### config.mk
export PLATFORM = sky130hd
export DESIGN_NAME = trht_cell
export DESIGN_NICKNAME = d
export VERILOG_FILES = /design/src/rtl/core/trht_pkg.sv /design/src/rtl/core/trht_cell.sv
export SDC_FILE = /design/constraint.sdc
export NUM_CORES = 1
export LEC_CHECK = 0
export ABC_AREA = 1
export CAP_MARGIN = 20
export CORE_ASPECT_RATIO = 1.25
export CORE_MARGIN = 2
export CORE_UTILIZATION = 60
export DETAILED_ROUTE_END_ITERATION = 16
export DONT_BUFFER_PORTS = 1
export PLACE_DENSITY = 0.76
export SKIP_CTS_REPAIR_TIMING = 1
export SYNTH_ARGS = -nofsm -noshare
export SYNTH_HDL_FRONTEND = slang
export SYNTH_SLANG_ARGS = --single-unit
### constraint.sdc
create_clock -name clk -period 23.5 [get_ports clk]
set_input_delay 1.175 -clock clk [delete_from_list [all_inputs] [get_ports clk]]
set_output_delay 1.175 -clock clk [all_outputs]
set_load 0.02 [all_outputs]
### src/rtl/core/trht_pkg.sv
package trht_pkg;

	localparam int MAX_ENTRIES_DEF = 16;
	localparam int COORD_BITS_DEF  = 11;

	localparam int CMD_W   = 7;
	localparam int PCT_W   = 8;
	localparam int TYPE_W  = 3;
	localparam int INDEX_W = 4;
	localparam int COUNT_W = 5;
	localparam int QUO_W   = 7;

	localparam logic [QUO_W-1:0] PCT_SCALE = 7'd100;
	localparam logic [PCT_W-1:0] PCT_NONE  = 8'hFF;

	typedef enum logic [TYPE_W-1:0] {
		TYPE_CIRCLE = 3'd0,
		TYPE_RECT   = 3'd1,
		TYPE_PROG_X = 3'd2,
		TYPE_PROG_Y = 3'd3,
		TYPE_TEXT   = 3'd4
	} region_type_t;

	localparam logic CMD_WRITE = 1'b0;
	localparam logic CMD_QUERY = 1'b1;

	localparam logic REG_ENTRY_COUNT     = 1'b0;
	localparam logic REG_DEFAULT_COMMAND = 1'b1;

	typedef enum logic [3:0] {
		ST_IDLE = 4'b0001,
		ST_SCAN = 4'b0010,
		ST_DIV  = 4'b0100,
		ST_DONE = 4'b1000
	} ctrl_state_t;

endpackage

### src/rtl/core/trht_cell.sv
module trht_cell #(
	parameter int COORD_BITS = trht_pkg::COORD_BITS_DEF
) (
	input  logic                          clk,
	input  logic                          arst_n,
	input  logic                          wr_en,
	input  logic [trht_pkg::TYPE_W-1:0]   wr_type,
	input  logic [trht_pkg::CMD_W-1:0]    wr_cmd,
	input  logic signed [COORD_BITS-1:0]  wr_a,
	input  logic signed [COORD_BITS-1:0]  wr_b,
	input  logic signed [COORD_BITS-1:0]  wr_c,
	input  logic signed [COORD_BITS-1:0]  wr_d,
	input  logic                          active,
	input  logic                          tok_vld_i,
	input  logic signed [COORD_BITS-1:0]  tok_x_i,
	input  logic signed [COORD_BITS-1:0]  tok_y_i,
	input  logic [trht_pkg::CMD_W-1:0]    tok_hit_i,
	input  logic                          tok_pv_i,
	input  logic [COORD_BITS:0]           tok_off_i,
	input  logic [COORD_BITS:0]           tok_span_i,
	output logic                          tok_vld_o,
	output logic signed [COORD_BITS-1:0]  tok_x_o,
	output logic signed [COORD_BITS-1:0]  tok_y_o,
	output logic [trht_pkg::CMD_W-1:0]    tok_hit_o,
	output logic                          tok_pv_o,
	output logic [COORD_BITS:0]           tok_off_o,
	output logic [COORD_BITS:0]           tok_span_o
);

	localparam int DW = COORD_BITS + 1;
	localparam int SW = 2 * DW + 1;

	logic [trht_pkg::TYPE_W-1:0]  type_q;
	logic [trht_pkg::CMD_W-1:0]   cmd_q;
	logic signed [COORD_BITS-1:0] a_q, b_q, c_q, d_q;
	logic [2*COORD_BITS-1:0]      r2_q;

	logic                          vld_q, pv_q;
	logic signed [COORD_BITS-1:0]  x_q, y_q;
	logic [trht_pkg::CMD_W-1:0]    hit_q;
	logic [COORD_BITS:0]           off_q, span_q;

	logic signed [DW-1:0]     dx, dy, spx, spy;
	logic signed [2*DW-1:0]   dx2, dy2;
	logic [SW-1:0]            dsum;
	logic                     in_box, hit, prog;
	logic [COORD_BITS:0]      off, span;

	always_ff @(posedge clk) begin
		if (wr_en) begin
			type_q <= wr_type;
			cmd_q  <= wr_cmd;
			a_q    <= wr_a;
			b_q    <= wr_b;
			c_q    <= wr_c;
			d_q    <= wr_d;
			r2_q   <= (2 * COORD_BITS)'(wr_c * wr_c);
		end
	end

	always_comb begin
		dx     = DW'(tok_x_i) - DW'(a_q);
		dy     = DW'(tok_y_i) - DW'(b_q);
		spx    = DW'(c_q) - DW'(a_q);
		spy    = DW'(d_q) - DW'(b_q);
		dx2    = dx * dx;
		dy2    = dy * dy;
		dsum   = SW'(unsigned'(dx2)) + SW'(unsigned'(dy2));
		in_box = (a_q < tok_x_i) && (c_q > tok_x_i) && (b_q < tok_y_i) && (d_q > tok_y_i);
		hit    = 1'b0;
		prog   = 1'b0;
		off    = unsigned'(dx);
		span   = unsigned'(spx);
		case (type_q)
			trht_pkg::TYPE_CIRCLE: hit = (c_q > 0) && (dsum < SW'(r2_q));
			trht_pkg::TYPE_RECT:   hit = in_box;
			trht_pkg::TYPE_PROG_X: begin
				hit  = in_box;
				prog = in_box;
			end
			trht_pkg::TYPE_PROG_Y: begin
				hit  = in_box;
				prog = in_box;
				off  = unsigned'(dy);
				span = unsigned'(spy);
			end
			default: hit = 1'b0;
		endcase
		hit  = hit && active;
		prog = prog && active;
	end

	always_ff @(posedge clk or negedge arst_n) begin
		if (!arst_n) begin
			vld_q <= 1'b0;
		end else begin
			vld_q <= tok_vld_i;
		end
	end

	always_ff @(posedge clk) begin
		x_q    <= tok_x_i;
		y_q    <= tok_y_i;
		hit_q  <= hit ? cmd_q : tok_hit_i;
		pv_q   <= prog | tok_pv_i;
		off_q  <= prog ? off : tok_off_i;
		span_q <= prog ? span : tok_span_i;
	end

	assign tok_vld_o  = vld_q;
	assign tok_x_o    = x_q;
	assign tok_y_o    = y_q;
	assign tok_hit_o  = hit_q;
	assign tok_pv_o   = pv_q;
	assign tok_off_o  = off_q;
	assign tok_span_o = span_q;

endmodule

==> out/summary.md <==
Maximum number of pins on one net before global-route repair: 75. The logs give 4 for the number of H-tree branching levels and 6 for the total iterations of the first detailed-routing run. The post-route netlist has 2.39% of its cells at a drive strength greater than 1. The fraction of the yosys area taken by sequential cells was 14.7%. The clock-pin slew on the worst setup and hold paths was 60 ps. The run gives 0 as the hold violation total from the final report. Mean post-synth cell area: 8.20 µm².

The run gives 43 as the count of unique library cells instantiated by Yosys. Global routing used 29.4% of the available tracks. Across the run, the number of max-cap violations was 0.

Hold is met by 434 ps. On the worst path, the slowest cell contributes a delay of 840 ps. For the core occupancy in the finished layout, the log shows 63.6%.

Headroom to the max-slew limit came out at 26.9%. From bottom edge to top edge, the die measures 221 µm. The endpoint of the worst-slack reg-to-reg timing path was tok_hit_o[2]$_DFF_P_. In the routed layout, each cell is associated on average with a via count of 5.40.

Setup violations remaining at the end of the flow were counted as 0. The post-synthesis async set-or-reset flop share is 0.775%, and the worst path arrival time is 10,520 ps. For the setup slack of the worst register-to-register path, the log shows 13,670 ps. For the final net count, the log shows 3,479. The run gives 3,485 as the net count of the mapped netlist. Sorting the synthesized cells by how often they occur yields 749 x inv_1, 479 x nand2_1, 354 x fa_1.

For the pin with the worst max-slew slack, the measured transition is 1090 ps. The die footprint came out at 0.0392 mm². The most frequently used flop master after synthesis was edfxtp_1. For this run, design rule violations remaining after detail routing come to 0. Cell area after synthesis: 0.0226 mm². The post-route setup TNS came out at 0 ps. By area the synthesized netlist is led by fa_1 31%, ha_1 15%, inv_1 12%. The tools report the total clock sinks as 129.

STA classifies the critical path endpoint as a flip-flop. Summing over every cut layer, the via total after detailed routing is 17,500. The maximum number of buffers from clock root to sink came out at 2. Synthesis produced 2,754 cells.

The detail route stage leaves a number of antenna-violating nets equal to 0. The slowest stage of the critical path is the xor2_1 cell. The required time at the endpoint of the critical path is 23,820 ps, and the flip-flop count of the largest register, all copies and words added is 20. The synthesized design contains 74 enable-type register cells. The share of the clock period used by the worst path works out to 43.4%.

After detailed routing, the average wire length per cell comes to 17.0 µm. 0 antenna diodes ended up in the layout. The number of max-slew violations in the final report came out at 0.

Yosys printed 0 warnings. For the overflow left after global routing, the log shows 0. The fill cell total of the finished layout came out at 3,217. Clock tree synthesis selected as its root buffer the cell clkbuf_16. Ranked by flip-flop count, first place goes to r2_q. The largest total area in the synthesized netlist belongs to fa_1.

The core area was 0.0372 mm². TritonCTS built the clock tree. By startpoint and endpoint, the worst setup path is classified as input port to flip-flop. The first-iteration detailed-routing DRC count was 1,124. From left edge to right edge, the die measures 177 µm. The count of buffers added on input and output ports is 0. The worst setup path is launched from an input port.

The wire length of the first global-routing pass is 90,900 µm. The class of the tightest hold or removal check was input port to async pin. Buffers inserted during clock tree synthesis total 17. The standard-cell row count came out at 79. Setup repair after global routing left no endpoint under its margin.

The startpoint of the most critical register-to-register path is a_q[0]$_DFFE_PP_. The run gives 18,500 as the via count of the first global-routing pass. The run gives 0 as the initial antenna violation count. Summed over all layers, the routed wires come to 55,200 µm. Once the floorplan was initialized, standard cells occupied 60.7% of the core. The routability congestion estimate from global placement came out at 0.972.

The most repeated cell in the gate-level netlist after synthesis was inv_1. The synthesized design contains 129 register bits. Of the post-synthesis cell area, the dominant cell type holds 31.4%.

The clock arrives with 14.5 ps of skew. The source-to-sink clock delay at the later pin of the worst-skew pair came out at 430 ps. The worst path needs 10,200 ps of the cycle, external delays included.

The flow ran to the end, and the final reports show no timing, DRC or antenna violations. Most frequent cell on the critical path: nand2_1. During I/O placement, the number of pins put on the boundary was 168. The growth of design area from synthesis to finish is 4.78%, and the maximum fanout encountered on the critical timing path is 9.

Summed over all nets, the half-perimeter wirelength after detailed placement is 47,700 µm. For the worst flop-to-flop path, the logic depth is 45. Derived from the worst setup path, the maximum achievable clock frequency is 98.0 MHz.
-- cells in the final DEF, fill, tap and decap left out, drive strengths merged, types with 10 or more instances in the layout --
master and n:
clkbuf 21, fa 354, ha 264, or2 11, nor3 20, xnor2 43, clkinv 10, o21ai 102
inv 759, xor2 70, dfxtp 54, nand2 481, nand3 63, a21oi 130, nand4 21, edfxtp 74
nor2 212
-- kinds of logic (layout without fill, tap and decap cells) --
group | count (synthesis) | after routing | synth area share [%]
AOI/OAI and AO/OA | 290 | 290 | 7.15
buffers and inverters | 791 | 798 | 13.2
adders and majority gates | 618 | 618 | 46.0
DFF | 129 | 129 | 14.7
and+or+nand+nor | 813 | 813 | 14.4
xor gates and xnor gates | 113 | 113 | 4.42
-- area by class of cell --
type | count | area (µm²) | area share (%)
multi-input combinational | 1834 | 16300 | 68.7
sequential | 129 | 3330 | 14.1
inverter | 758 | 2850 | 12.0
tap | 486 | 608 | 2.57
clock buffer | 21 | 472 | 1.99
clock inverter | 11 | 78.8 | 0.333
timing repair buffer | 8 | 60.1 | 0.254
-- critical path: cells and delay by family --
kind,cells,cell delay (ps)
compound gates,7,1450
simple gates,19,2330
fa+ha+maj,10,3670
xor+xnor,3,1240
buf+inv,7,650
-- worst max path at each step --
stage               start                   end  slack [ps]
2_1_floorplan  tok_x_i[0]  tok_hit_o[0]$_DFF_P_       14600
3_3_place_gp   tok_x_i[2]  tok_hit_o[2]$_DFF_P_       12730
3_5_place_dp   tok_x_i[0]  tok_hit_o[6]$_DFF_P_       12940
4_1_cts        tok_x_i[0]  tok_hit_o[2]$_DFF_P_       13360
5_1_grt        tok_x_i[0]  tok_hit_o[2]$_DFF_P_       12700
6_report       tok_x_i[0]  tok_hit_o[2]$_DFF_P_       13300
-- stage by stage --
step	instance area [µm²]	worst slack, ps	cells
after floorplan	22600	14600	2754
after CTS	23600	13360	3247
after global placement	23100	12730	3214
after global routing	23600	12700	3247
after detailed placement	23100	12940	3215
final	23600	13300	3247
-- per-layer routing --
metal  vias to the layer above  wire length (µm)  GRT usage (%)
met1                      8548             21900           36.3
met2                       527             28200           51.6
met3                       127              2660           3.23
li1                       8321                 -              -
met5                         -                 0              0
met4                         0              2500           12.7
Power is not shown: default switching activity piles up to over one toggle a cycle in this logic, so the estimate is an artifact.
