--- config.mk ---
export PLATFORM = sky130hd
export DESIGN_NAME = trht_div
export DESIGN_NICKNAME = d
export VERILOG_FILES = /design/src/rtl/core/trht_pkg.sv /design/src/rtl/core/trht_div.sv
export SDC_FILE = /design/constraint.sdc
export NUM_CORES = 1
export LEC_CHECK = 0
export ABC_CLOCK_PERIOD_IN_PS = 9550
export CAP_MARGIN = 20
export CORE_MARGIN = 2
export CORE_UTILIZATION = 60
export DETAILED_ROUTE_END_ITERATION = 16
export DONT_BUFFER_PORTS = 1
export PLACE_DENSITY = 0.87
export SYNTH_ARGS = -nofsm -noshare
export SYNTH_HDL_FRONTEND = slang
export SYNTH_SLANG_ARGS = --single-unit
--- constraint.sdc ---
create_clock -name clk -period 9.55 [get_ports clk]
set_input_delay 2.3875 -clock clk [delete_from_list [all_inputs] [get_ports clk]]
set_output_delay 2.3875 -clock clk [all_outputs]
set_load 0.005 [all_outputs]
--- src/rtl/core/trht_pkg.sv ---
package trht_pkg;

	localparam int MAX_ENTRIES_DEF = 16;
	localparam int COORD_BITS_DEF  = 11;

	localparam int CMD_W   = 7;
	localparam int PCT_W   = 8;
	localparam int TYPE_W  = 3;
	localparam int INDEX_W = 4;
	localparam int COUNT_W = 5;
	localparam int QUO_W   = 7;

	localparam logic [QUO_W-1:0] PCT_SCALE = 7'd100;
	localparam logic [PCT_W-1:0] PCT_NONE  = 8'hFF;

	typedef enum logic [TYPE_W-1:0] {
		TYPE_CIRCLE = 3'd0,
		TYPE_RECT   = 3'd1,
		TYPE_PROG_X = 3'd2,
		TYPE_PROG_Y = 3'd3,
		TYPE_TEXT   = 3'd4
	} region_type_t;

	localparam logic CMD_WRITE = 1'b0;
	localparam logic CMD_QUERY = 1'b1;

	localparam logic REG_ENTRY_COUNT     = 1'b0;
	localparam logic REG_DEFAULT_COMMAND = 1'b1;

	typedef enum logic [3:0] {
		ST_IDLE = 4'b0001,
		ST_SCAN = 4'b0010,
		ST_DIV  = 4'b0100,
		ST_DONE = 4'b1000
	} ctrl_state_t;

endpackage

--- src/rtl/core/trht_div.sv ---
module trht_div #(
	parameter int COORD_BITS = trht_pkg::COORD_BITS_DEF
) (
	input  logic                       clk,
	input  logic                       arst_n,
	input  logic                       start,
	input  logic [COORD_BITS:0]        off,
	input  logic [COORD_BITS:0]        span,
	output logic                       done,
	output logic [trht_pkg::QUO_W-1:0] quo
);

	localparam int W = COORD_BITS + 1 + trht_pkg::QUO_W;

	logic                       busy_q, done_q;
	logic [2:0]                 k_q;
	logic [W-1:0]               rem_q, span_q, trial;
	logic [trht_pkg::QUO_W-1:0] quo_q;
	logic                       ge;

	assign trial = span_q << k_q;
	assign ge    = rem_q >= trial;

	always_ff @(posedge clk or negedge arst_n) begin
		if (!arst_n) begin
			busy_q <= 1'b0;
			done_q <= 1'b0;
			k_q    <= '0;
		end else begin
			done_q <= 1'b0;
			if (start) begin
				busy_q <= 1'b1;
				k_q    <= 3'(trht_pkg::QUO_W - 1);
			end else if (busy_q) begin
				k_q <= k_q - 3'd1;
				if (k_q == 3'd0) begin
					busy_q <= 1'b0;
					done_q <= 1'b1;
				end
			end
		end
	end

	always_ff @(posedge clk) begin
		if (start) begin
			rem_q  <= W'(off) * W'(trht_pkg::PCT_SCALE);
			span_q <= W'(span);
		end else if (busy_q) begin
			if (ge) begin
				rem_q <= rem_q - trial;
			end
			quo_q <= {quo_q[trht_pkg::QUO_W-2:0], ge};
		end
	end

	assign done = done_q;
	assign quo  = quo_q;

endmodule

==> flow_metrics.tcl, run 1 <==
set metrics [dict create \
    status "completed" \
    maxCapViolCount 0 \
    antenna_cells 0 \
    cp-start-kind "primary input" \
    criticalPathCategory "in2reg" \
    fp.dieH_um 88.5 \
    io_buffers 0 \
    worst_slack_ns 4.56 \
    ys_seq_area_share_pct 29.1 \
    cp.arrival_ns 5.03 \
    remaining_drc_errors 0 \
    relSlewSlack_pct 47.4 \
    use_met2_pct 41.5 \
    drt_iter0_markers 295 \
    clockBufferDepth 2 \
    hold_viol 0 \
    avgViaCountPerCell 6.25 \
    wl_per_cell_um 16.8 \
    synthesis.nets 547 \
    worst_pin_slew_ns 0.789 \
    pwr-share-comb_pct 65.3 \
    grt_max_degree 31 \
    fin_skew_ns 0.0129 \
    vias 3348 \
    regToRegSetupSlack_ns 5.11 \
    dr.pass1.iters 5 \
    grt-ovfl-total 0 \
    grt-busiest-layer "met2" \
    hpwl_um 7030 \
    postCtsHoldBufs 0 \
    gp_congestion 0.967 \
    cts_made_buffers 5 \
    switchingPower_uw 628 \
    ys_warn_count 0 \
    cts_tree "done" \
    fmax_ghz 0.200 \
    postSynthCellCount 450 \
    crit_start "off[2]" \
    worstPathRequired_ns 9.59 \
    clk_pin_slew_worst_paths_ns 0.09 \
    antenna_found_initial 0 \
    setup_viol 0 \
    drt-total-wl_um 9000 \
    core-area_sq_um 6870 \
    synth_top_area_share_pct 25.2 \
    rsz0062_at_grt "no" \
    ctsResizeCount 0 \
    grt_pass1_vias 3231 \
    r2r_cells 11 \
    antenna_left 0 \
    p_sw_share_pct 47.0 \
    drv_slew 0 \
    die-area_sq_um 7840 \
    p_leak_uw 0.00200 \
    synth_cell_type_count 65 \
    p_int_uw 709 \
    timing.rr.end "rem_q[4]$_DFFE_PP_" \
    async_reset_ff_share_pct 11.6 \
    reg2reg_from "k_q[0]$_DFFE_PN0P_" \
    area_growth_pct 3.50 \
    start_util_pct 62.4 \
    place_ws_ns 4.24 \
    cp-endpoint "rem_q[18]$_DFFE_PP_" \
    synth_ff_type "edfxtp_1" \
    use_met3_pct 3.08 \
    synth.avg_cell_area_sq_um 9.53 \
    num_rows 30 \
    cp-end-kind "flip-flop" \
    synth_edf_count 36 \
    synthTopCellsByArea "edfxtp_1 25%, ha_1 18%, mux2i_1 4.2%" \
    layout-drive-gt1-share_pct 6.59 \
    nets 536 \
    track_usage_pct 23.8 \
    clk_latency_ns 0.31 \
    p_seq_share_pct 23.8 \
    min_path_type "reg2reg" \
    worstPathMaxFanout 5 \
    synth_seq_cells 43 \
    dieWidth_um 88.5 \
    cts.sinks 43 \
    io_pins 35 \
    cts_setup_buffers 0 \
    cts_root_buf "clkbuf_8" \
    ir_drop_mv 0.118 \
    finalCritPeriodShare_pct 52.3 \
    power_per_cell_area_nw_per_um2 301 \
    fin_tns_setup_ns 0 \
    groute.layer.met1.usage_pct 31.3 \
    yosysTopAreaCell "edfxtp_1" \
    grt_pass1_wl_um 14800 \
    min_period_ns 4.99 \
    htreeDepth 2 \
    syn_area_sq_um 4290 \
    pwr-share-clk_pct 10.9 \
]
## layout make-up
type                       instances  area [sq um]
clock buffer                       5          68.8
clock inverter                     3          43.8
fill                             549          2430
inverter                          37           139
multi-input combinational        352          2820
sequential                        43          1250
tap                               96           120
## cell usage in the layout (no fill, tap or decap), drive strengths merged, types with 3 or more instances in the layout
cell type	count
a2111oi	3
a211oi	12
a21o	9
a21oi	30
a31oi	4
and3	3
clkbuf	5
clkinv	3
dfrtp	5
edfxtp	36
fa	8
ha	62
inv	36
mux2	4
mux2i	18
nand2	41
nand2b	9
nand3	3
nand4	6
nor2	23
nor2b	7
nor3	12
o211ai	5
o21ai	28
o21bai	3
o22ai	7
o31ai	3
or3	4
xnor2	13
xor2	9
## sequential cells by signal, indices dropped and copies added, names as in the netlist
register,cells
rem_q,19
span_q,12
quo,7
k_q,3
busy_q,1
done,1
## worst min-delay path by stage
stage / cells after the start / endpoint / slack [ns] / start
after floorplan: 0 / quo[1]$_DFFE_PP_ / 0.45 / quo[0]$_DFFE_PP_
after global placement: 0 / quo[6]$_DFFE_PP_ / 0.47 / quo[5]$_DFFE_PP_
after detailed placement: 0 / quo[4]$_DFFE_PP_ / 0.47 / quo[3]$_DFFE_PP_
after CTS: 0 / quo[3]$_DFFE_PP_ / 0.49 / quo[2]$_DFFE_PP_
after global routing: 0 / quo[3]$_DFFE_PP_ / 0.50 / quo[2]$_DFFE_PP_
final: 0 / quo[3]$_DFFE_PP_ / 0.49 / quo[2]$_DFFE_PP_
## layer usage
layer	wire length, um	vias to the layer above	part of all wire (%)
li1	-	1635	-
met1	4010	1584	45
met2	4380	117	49
met3	463	12	5.1
met4	147	0	1.6
met5	0	-	0
## cell families (layout without fill, tap and decap cells)
kind of cell | Yosys count | count (layout) | share of synthesized area (%)
AO/OA/AOI/OAI | 121 | 121 | 20.3
AND/OR/NAND/NOR | 115 | 115 | 12.8
adder cells (fa/ha/maj) | 70 | 70 | 21.8
buffers and inverters | 55 | 45 | 5.17
flip-flops | 43 | 43 | 29.1
multiplexers | 24 | 24 | 6.30
XOR/XNOR | 22 | 22 | 4.50
## synth_stat cells (all sizes together) (2+ instances only)
| cell | number |
|---|---|
| ha | 62 |
| nand2 | 41 |
| edfxtp | 36 |
| inv | 36 |
| a21oi | 30 |
| o21ai | 28 |
| nor2 | 23 |
| mux2i | 18 |
| xnor2 | 13 |
| a211oi | 12 |
| nor3 | 12 |
| a21o | 9 |
| buf | 9 |
| clkbuf | 9 |
| nand2b | 9 |
| xor2 | 9 |
| fa | 8 |
| nor2b | 7 |
| o22ai | 7 |
| nand4 | 6 |
| dfrtp | 5 |
| o211ai | 5 |
| a31oi | 4 |
| mux2 | 4 |
| or3 | 4 |
| a2111oi | 3 |
| and3 | 3 |
| nand3 | 3 |
| o21bai | 3 |
| o31ai | 3 |
| a2111o | 2 |
| dfxtp | 2 |
| mux4 | 2 |
| nor3b | 2 |
| nor4 | 2 |
| o21a | 2 |
| o32ai | 2 |
| or2 | 2 |
## power by group through the flow
stage | Sequential (uW) | Clock [uW] | Combinational, uW
global placement | 320 | 0 | 829
global route | 324 | 154 | 968
floorplan | 300 | 0 | 716
detailed placement | 322 | 0 | 850
finish | 319 | 145 | 873
CTS | 318 | 147 | 861
## per-stage QoR
stage | instance area, sq um | hold slack, ns | utilization, % | instances | power [uW]
2_1_floorplan | 4290 | 0.452 | - | 450 | 1020
3_3_place_gp | 4320 | 0.471 | 63.0 | 528 | 1150
3_5_place_dp | 4320 | 0.466 | 63.0 | 528 | 1170
4_1_cts | 4440 | 0.492 | 64.6 | 536 | 1330
5_1_grt | 4440 | 0.498 | 64.6 | 536 | 1450
6_report | 4440 | 0.487 | 64.6 | 536 | 1340
## critical path, cell delays in order
cell and delay, ns:
ha_1 0.27, ha_1 0.31, fa_1 0.46, ha_1 0.37
a211oi_1 0.38, o21bai_1 0.18, a31oi_1 0.26, o21ai_0 0.16
xnor2_1 0.15, o22ai_1 0.09
Power figures use the tool's default switching activity.
==> inputs of run 2 (changes only) <==
--- a/config.mk
+++ b/config.mk
@@ -5,7 +5,8 @@
 export SDC_FILE = /design/constraint.sdc
 export NUM_CORES = 1
 export LEC_CHECK = 0
-export ABC_CLOCK_PERIOD_IN_PS = 9550
+export ABC_AREA = 1
+export ABC_CLOCK_PERIOD_IN_PS = 5100
 export CAP_MARGIN = 20
 export CORE_MARGIN = 2
 export CORE_UTILIZATION = 60
==> constraint.sdc (replaced) <==
create_clock -name clk -period 5.1 [get_ports clk]
set_input_delay 1.275 -clock clk [delete_from_list [all_inputs] [get_ports clk]]
set_output_delay 1.275 -clock clk [all_outputs]
set_load 0.005 [all_outputs]
==> flow_metrics.tcl, run 2 <==
set metrics [dict create \
    clockBufferDepth 2 \
    multi_input_area_sq_um 2810 \
    area_growth_pct 4.12 \
    final_cell_mix "192 x nand2_1, 93 x inv_1, 62 x ha_1, 39 x o21ai_0, 38 x nor2_1" \
    worstPathRequired_ns 4.98 \
    postCtsHoldBufs 0 \
    relSlewSlack_pct 33.8 \
    synthTopCellsByArea "edfxtp_1 24%, ha_1 17%, nand2_1 16%" \
    maxCapViolCount 0 \
    ys_seq_area_share_pct 27.9 \
    p_int_uw 1250 \
    cts_made_buffers 5 \
    clk_pin_slew_worst_paths_ns 0.09 \
    cp-start-kind "flip-flop" \
    cts_root_buf "clkbuf_8" \
    dieWidth_um 90.3 \
    regMostFlops "rem_q" \
    power_per_cell_area_nw_per_um2 542 \
    remaining_drc_errors 0 \
    start_util_pct 61.9 \
    gp_congestion 0.946 \
    ir_drop_mv 0.233 \
    clk_latency_ns 0.31 \
    syn_area_sq_um 4460 \
    antenna_found_initial 0 \
    layout-drive-gt1-share_pct 5.56 \
    antenna_left 0 \
    dr.pass1.iters 5 \
    pwr-share-clk_pct 11.1 \
    fin_tns_setup_ns 0 \
    synth_common_cells "192 x nand2_1, 93 x inv_1, 62 x ha_1, 39 x o21ai_0, 38 x nor2_1" \
    postSynthCellCount 615 \
    antenna_cells 0 \
    worstPathMaxFanout 17 \
    core-area_sq_um 7210 \
    place_area_sq_um 4540 \
    num_rows 31 \
    drt_iter0_markers 233 \
    drv_slew 0 \
    nets 708 \
    synth_cell_type_count 35 \
    grt_pass1_wl_um 17900 \
    drt-total-wl_um 10700 \
    status "completed" \
    cp.arrival_ns 3.79 \
    final_util_pct 64.4 \
    setup_viol 0 \
    grt_pass1_vias 3817 \
    register_area_sq_um 1250 \
    post-route-cell-area_sq_um 4650 \
    min_period_ns 3.91 \
    fp.dieH_um 90.3 \
    synth_ff_type "edfxtp_1" \
    hold_viol 0 \
    p_seq_share_pct 23.6 \
    cts.sinks 43 \
    wl_per_cell_um 15.0 \
    die-area_sq_um 8150 \
    cts_tree "done" \
    vias 3980 \
    switchingPower_uw 1270 \
    cts_setup_buffers 0 \
    grt-ovfl-total 0 \
    fmax_ghz 0.256 \
    synth_seq_cells 43 \
    fill_cells 636 \
    io_pins 35 \
    hpwl_um 8840 \
    cp-end-kind "flip-flop" \
    yosysTopAreaCell "edfxtp_1" \
    pwr-share-comb_pct 65.3 \
    async_reset_ff_share_pct 11.6 \
    track_usage_pct 27.0 \
    synth.avg_cell_area_sq_um 7.26 \
    criticalPathCategory "reg2reg" \
    worst_pin_slew_ns 0.990 \
    p_sw_share_pct 50.6 \
    rsz0062_at_grt "no" \
    min_path_type "reg2reg" \
    largest_reg_flops 19 \
    layout_commonest_cell "nand2_1" \
    yosysMostFrequentCell "nand2_1" \
    ys_warn_count 0 \
    ctsResizeCount 0 \
    io_buffers 0 \
    synth_edf_count 36 \
    fin_skew_ns 0.00757 \
    synthesis.nets 712 \
    finalCritPeriodShare_pct 76.7 \
    avgViaCountPerCell 5.60 \
    grt_max_degree 27 \
    htreeDepth 2 \
    synth_top_area_share_pct 24.2 \
    p_leak_uw 0.00241 \
]
-- run 2: cell types whose count changed after synthesis, moves of 9 or more --
cell,delta
a211oi_1,-9
inv_1,+57
mux2i_1,-16
nand2_1,+152
nand2b_1,-9
nand3_1,+35
nor2_1,+15
o21ai_0,+16
-- run 2: area by class of cell --
cell class	count	share of cell area [%]
well taps	99	2.66
flip-flops and latches	43	26.8
clock inverters	3	0.942
clock buffers	5	1.48
inverters	95	7.67
multi-input cells	466	60.4
-- run 2: kinds of logic (layout without fill, tap and decap cells) --
family	Yosys count	count (layout)	share of synthesized area, %
XOR/XNOR	12	12	2.35
adder cells (fa/ha/maj)	70	70	21.0
flip-flops	43	43	27.9
buffers and inverters	106	103	9.16
AND/OR/NAND/NOR	293	293	27.8
AO/OA/AOI/OAI	89	89	11.4
multiplexers	2	2	0.448
-- run 2: power by group through the flow --
stage / Sequential [uW] / Combinational (uW) / Clock (uW)
CTS: 594 / 1630 / 274
global placement: 597 / 1580 / 0
detailed placement: 601 / 1620 / 0
floorplan: 558 / 1300 / 0
finish: 594 / 1640 / 280
global route: 602 / 1860 / 291
-- run 2: final timing paths --
kind | slack (ns) | depth (start not counted) | end | startpoint
setup reg to reg | 1.19 | 17 | rem_q[15]$_DFFE_PP_ | k_q[0]$_DFFE_PN0P_
min in group asynchronous | 0.65 | 0 | k_q[2]$_DFFE_PN0P_ | arst_n
hold reg to reg | 0.50 | 2 | rem_q[0]$_SDFFE_PP0P_ | rem_q[0]$_SDFFE_PP0P_
max in group asynchronous | 4.38 | 0 | k_q[0]$_DFFE_PN0P_ | arst_n
setup / recovery | 1.19 | 17 | rem_q[15]$_DFFE_PP_ | k_q[0]$_DFFE_PN0P_
hold / removal | 0.50 | 2 | rem_q[0]$_SDFFE_PP0P_ | rem_q[0]$_SDFFE_PP0P_
-- run 2: critical path: stages (launching register included) --
cell	delay, ns
dfrtp_1	0.68
inv_1	0.35
nand2_1	0.17
nand3_1	0.07
o21ai_0	0.08
inv_1	0.07
o21ai_0	0.38
ha_1	0.35
nand2_1	0.07
nand2_1	0.09
nand2_1	0.07
nand2_1	0.06
nand2_1	0.08
nand2_1	0.06
nand2_1	0.10
nand4_4	0.15
nand2_1	0.16
nand2_1	0.46
-- run 2: per-layer routing --
metal	track usage (%)	vias up	part of all wire, %	wire length (um)
met4	11.3	0	3.4	360
met1	34.2	1830	44	4730
met2	46.3	120	48	5080
met3	3.84	31	4.6	490
li1	-	1999	-	-
met5	0	-	0	0
-- run 2: through the flow --
step | total power (uW) | hold slack, ns | setup slack [ns] | std cells
finish | 2520 | 0.495 | 1.19 | 711
global placement | 2170 | 0.452 | 1.26 | 703
CTS | 2500 | 0.491 | 1.23 | 711
floorplan | 1860 | 0.443 | 1.39 | 615
detailed placement | 2220 | 0.468 | 1.14 | 703
global route | 2750 | 0.507 | 0.902 | 711
==> inputs of run 3 (changes only) <==
--- a/config.mk
+++ b/config.mk
@@ -6,7 +6,7 @@
 export NUM_CORES = 1
 export LEC_CHECK = 0
 export ABC_AREA = 1
-export ABC_CLOCK_PERIOD_IN_PS = 5100
+export ABC_CLOCK_PERIOD_IN_PS = 3660
 export CAP_MARGIN = 20
 export CORE_MARGIN = 2
 export CORE_UTILIZATION = 60
==> constraint.sdc (replaced) <==
create_clock -name clk -period 3.66 [get_ports clk]
set_input_delay 0.915 -clock clk [delete_from_list [all_inputs] [get_ports clk]]
set_output_delay 0.915 -clock clk [all_outputs]
set_load 0.005 [all_outputs]
==> flow_metrics.tcl, run 3 (synthesis results as in run 2) <==
set metrics [dict create \
    status "completed" \
    fin_skew_ns 0.00495 \
    fill_cells 657 \
    critPathSlowestCell "dfrtp_1" \
    fin_tns_setup_ns 0 \
    remaining_drc_errors 0 \
    start_util_pct 61.9 \
    layout_commonest_cell "nand2_1" \
    power_per_cell_area_nw_per_um2 751 \
    core-area_sq_um 7210 \
    cp_top_family "simple AND/OR/NAND/NOR gates" \
    p_leak_uw 0.00242 \
    io_buffers 0 \
    place_ws_ns 0.0854 \
    clockBufferDepth 2 \
    avgViaCountPerCell 5.48 \
    htreeDepth 2 \
    grt_pass1_wl_um 17300 \
    relSlewSlack_pct 36.1 \
    num_rows 31 \
    clk_pin_slew_worst_paths_ns 0.09 \
    cts_made_buffers 5 \
    cts_setup_buffers 0 \
    drt-total-wl_um 10400 \
    cp-end-kind "flip-flop" \
    min_path_type "in2async" \
    dieWidth_um 90.3 \
    grt-ovfl-total 0 \
    cp_cell_sequence "inv_1 -> o21ai_0 -> or2_2 -> ha_1 -> nand2_1 -> nor2_1 -> nand2_1 -> nor2_1 -> nand2_1 -> nand4_4 -> nand2_1 -> nand2_1 -> buf_4" \
    worstPathRequired_ns 3.65 \
    ctsResizeCount 0 \
    cp-start-kind "flip-flop" \
    setup_viol 0 \
    p_total_uw 3510 \
    die-area_sq_um 8150 \
    cts.sinks 43 \
    hold_viol 0 \
    worstPathMaxFanout 22 \
    largest_reg_flops 19 \
    nets 711 \
    fmax_ghz 0.299 \
    cp_num_buf_inv 2 \
    area_growth_pct 4.62 \
    grt_pass1_vias 3780 \
    final_util_pct 64.7 \
    finalCritPeriodShare_pct 91.3 \
    drt_iter0_markers 334 \
    io_pins 35 \
    gp_congestion 0.950 \
    maxCapViolCount 0 \
    antenna_found_initial 0 \
    layout-drive-gt1-share_pct 6.02 \
    cp.arrival_ns 3.34 \
    multi_input_area_sq_um 2810 \
    regMostFlops "rem_q" \
    drv_slew 0 \
    final_cell_mix "192 x nand2_1, 93 x inv_1, 62 x ha_1, 39 x o21ai_0, 38 x nor2_1" \
    postCtsHoldBufs 0 \
    rsz0062_at_grt "no" \
    vias 3915 \
    antenna_left 0 \
    cts_root_buf "clkbuf_8" \
    criticalPathCategory "reg2reg" \
    clk_latency_ns 0.30 \
    cts_tree "done" \
    worst_pin_slew_ns 0.955 \
    dr.pass1.iters 5 \
    cp_slowest_stage_delay_ns 0.46 \
    wl_per_cell_um 14.6 \
    ir_drop_mv 0.433 \
    grt_max_degree 27 \
    register_area_sq_um 1250 \
    track_usage_pct 26.1 \
    antenna_cells 0 \
    min_period_ns 3.34 \
    hpwl_um 8650 \
    crit_top_cell "nand2_1" \
    worst_slack_ns 0.318 \
    fp.dieH_um 90.3 \
]
## run 3: changes by cell type in the layout (fill, tap and decap cells not counted), sizes merged
| cell | change |
|---|---|
| buf | +3 |
## run 3: area by class of cell
type	instances	area share [%]
Sequential cell	43	26.7
Clock inverter	3	0.938
Clock buffer	5	1.47
Inverter	95	7.63
Tap cell	99	2.65
Timing Repair Buffer	3	0.482
Multi-Input combinational cell	466	60.1
## run 3: stage by stage
stage | std cells | instance area (sq um) | hold slack [ns]
finish | 714 | 4670 | 0.301
detailed placement | 706 | 4560 | 0.472
global placement | 706 | 4560 | 0.453
CTS | 714 | 4670 | 0.301
floorplan | 615 | 4460 | 0.443
global route | 714 | 4670 | 0.292
## run 3: layer usage
layer,GRT usage (%),wire (um),vias up
met5,0,0,-
met4,9.23,238,0
met3,3.92,568,22
met2,43.5,4960,124
met1,34.6,4640,1769
li1,-,-,2000
## run 3: path summary, 6_finish.rpt
path,startpoint,to,slack [ns],cells after the start
setup / recovery,k_q[1]$_DFFE_PN0P_,rem_q[8]$_DFFE_PP_,0.32,13
hold / removal,arst_n,k_q[2]$_DFFE_PN0P_,0.30,0
setup reg to reg,k_q[1]$_DFFE_PN0P_,rem_q[8]$_DFFE_PP_,0.32,13
hold reg to reg,quo[5]$_DFFE_PP_,quo[6]$_DFFE_PP_,0.49,0
max in group asynchronous,arst_n,done$_DFF_PN0_,3.29,0
min in group clk,quo[5]$_DFFE_PP_,quo[6]$_DFFE_PP_,0.49,0
## run 3: worst reg2reg max path, cell delays in order, from the launching register on
cell and delay, ns:
dfrtp_1 0.46, inv_1 0.44, o21ai_0 0.22, or2_2 0.33, ha_1 0.35, nand2_1 0.12
nor2_1 0.17, nand2_1 0.09, nor2_1 0.11, nand2_1 0.11, nand4_4 0.17, nand2_1 0.12
nand2_1 0.07, buf_4 0.27
## run 3: power by group
group          switching, uW  leakage [uW]  total, uW  internal, uW
clock                    176     0.0000581        380           203
combinational           1500       0.00193       2320           812
sequential              81.6      0.000438        811           730
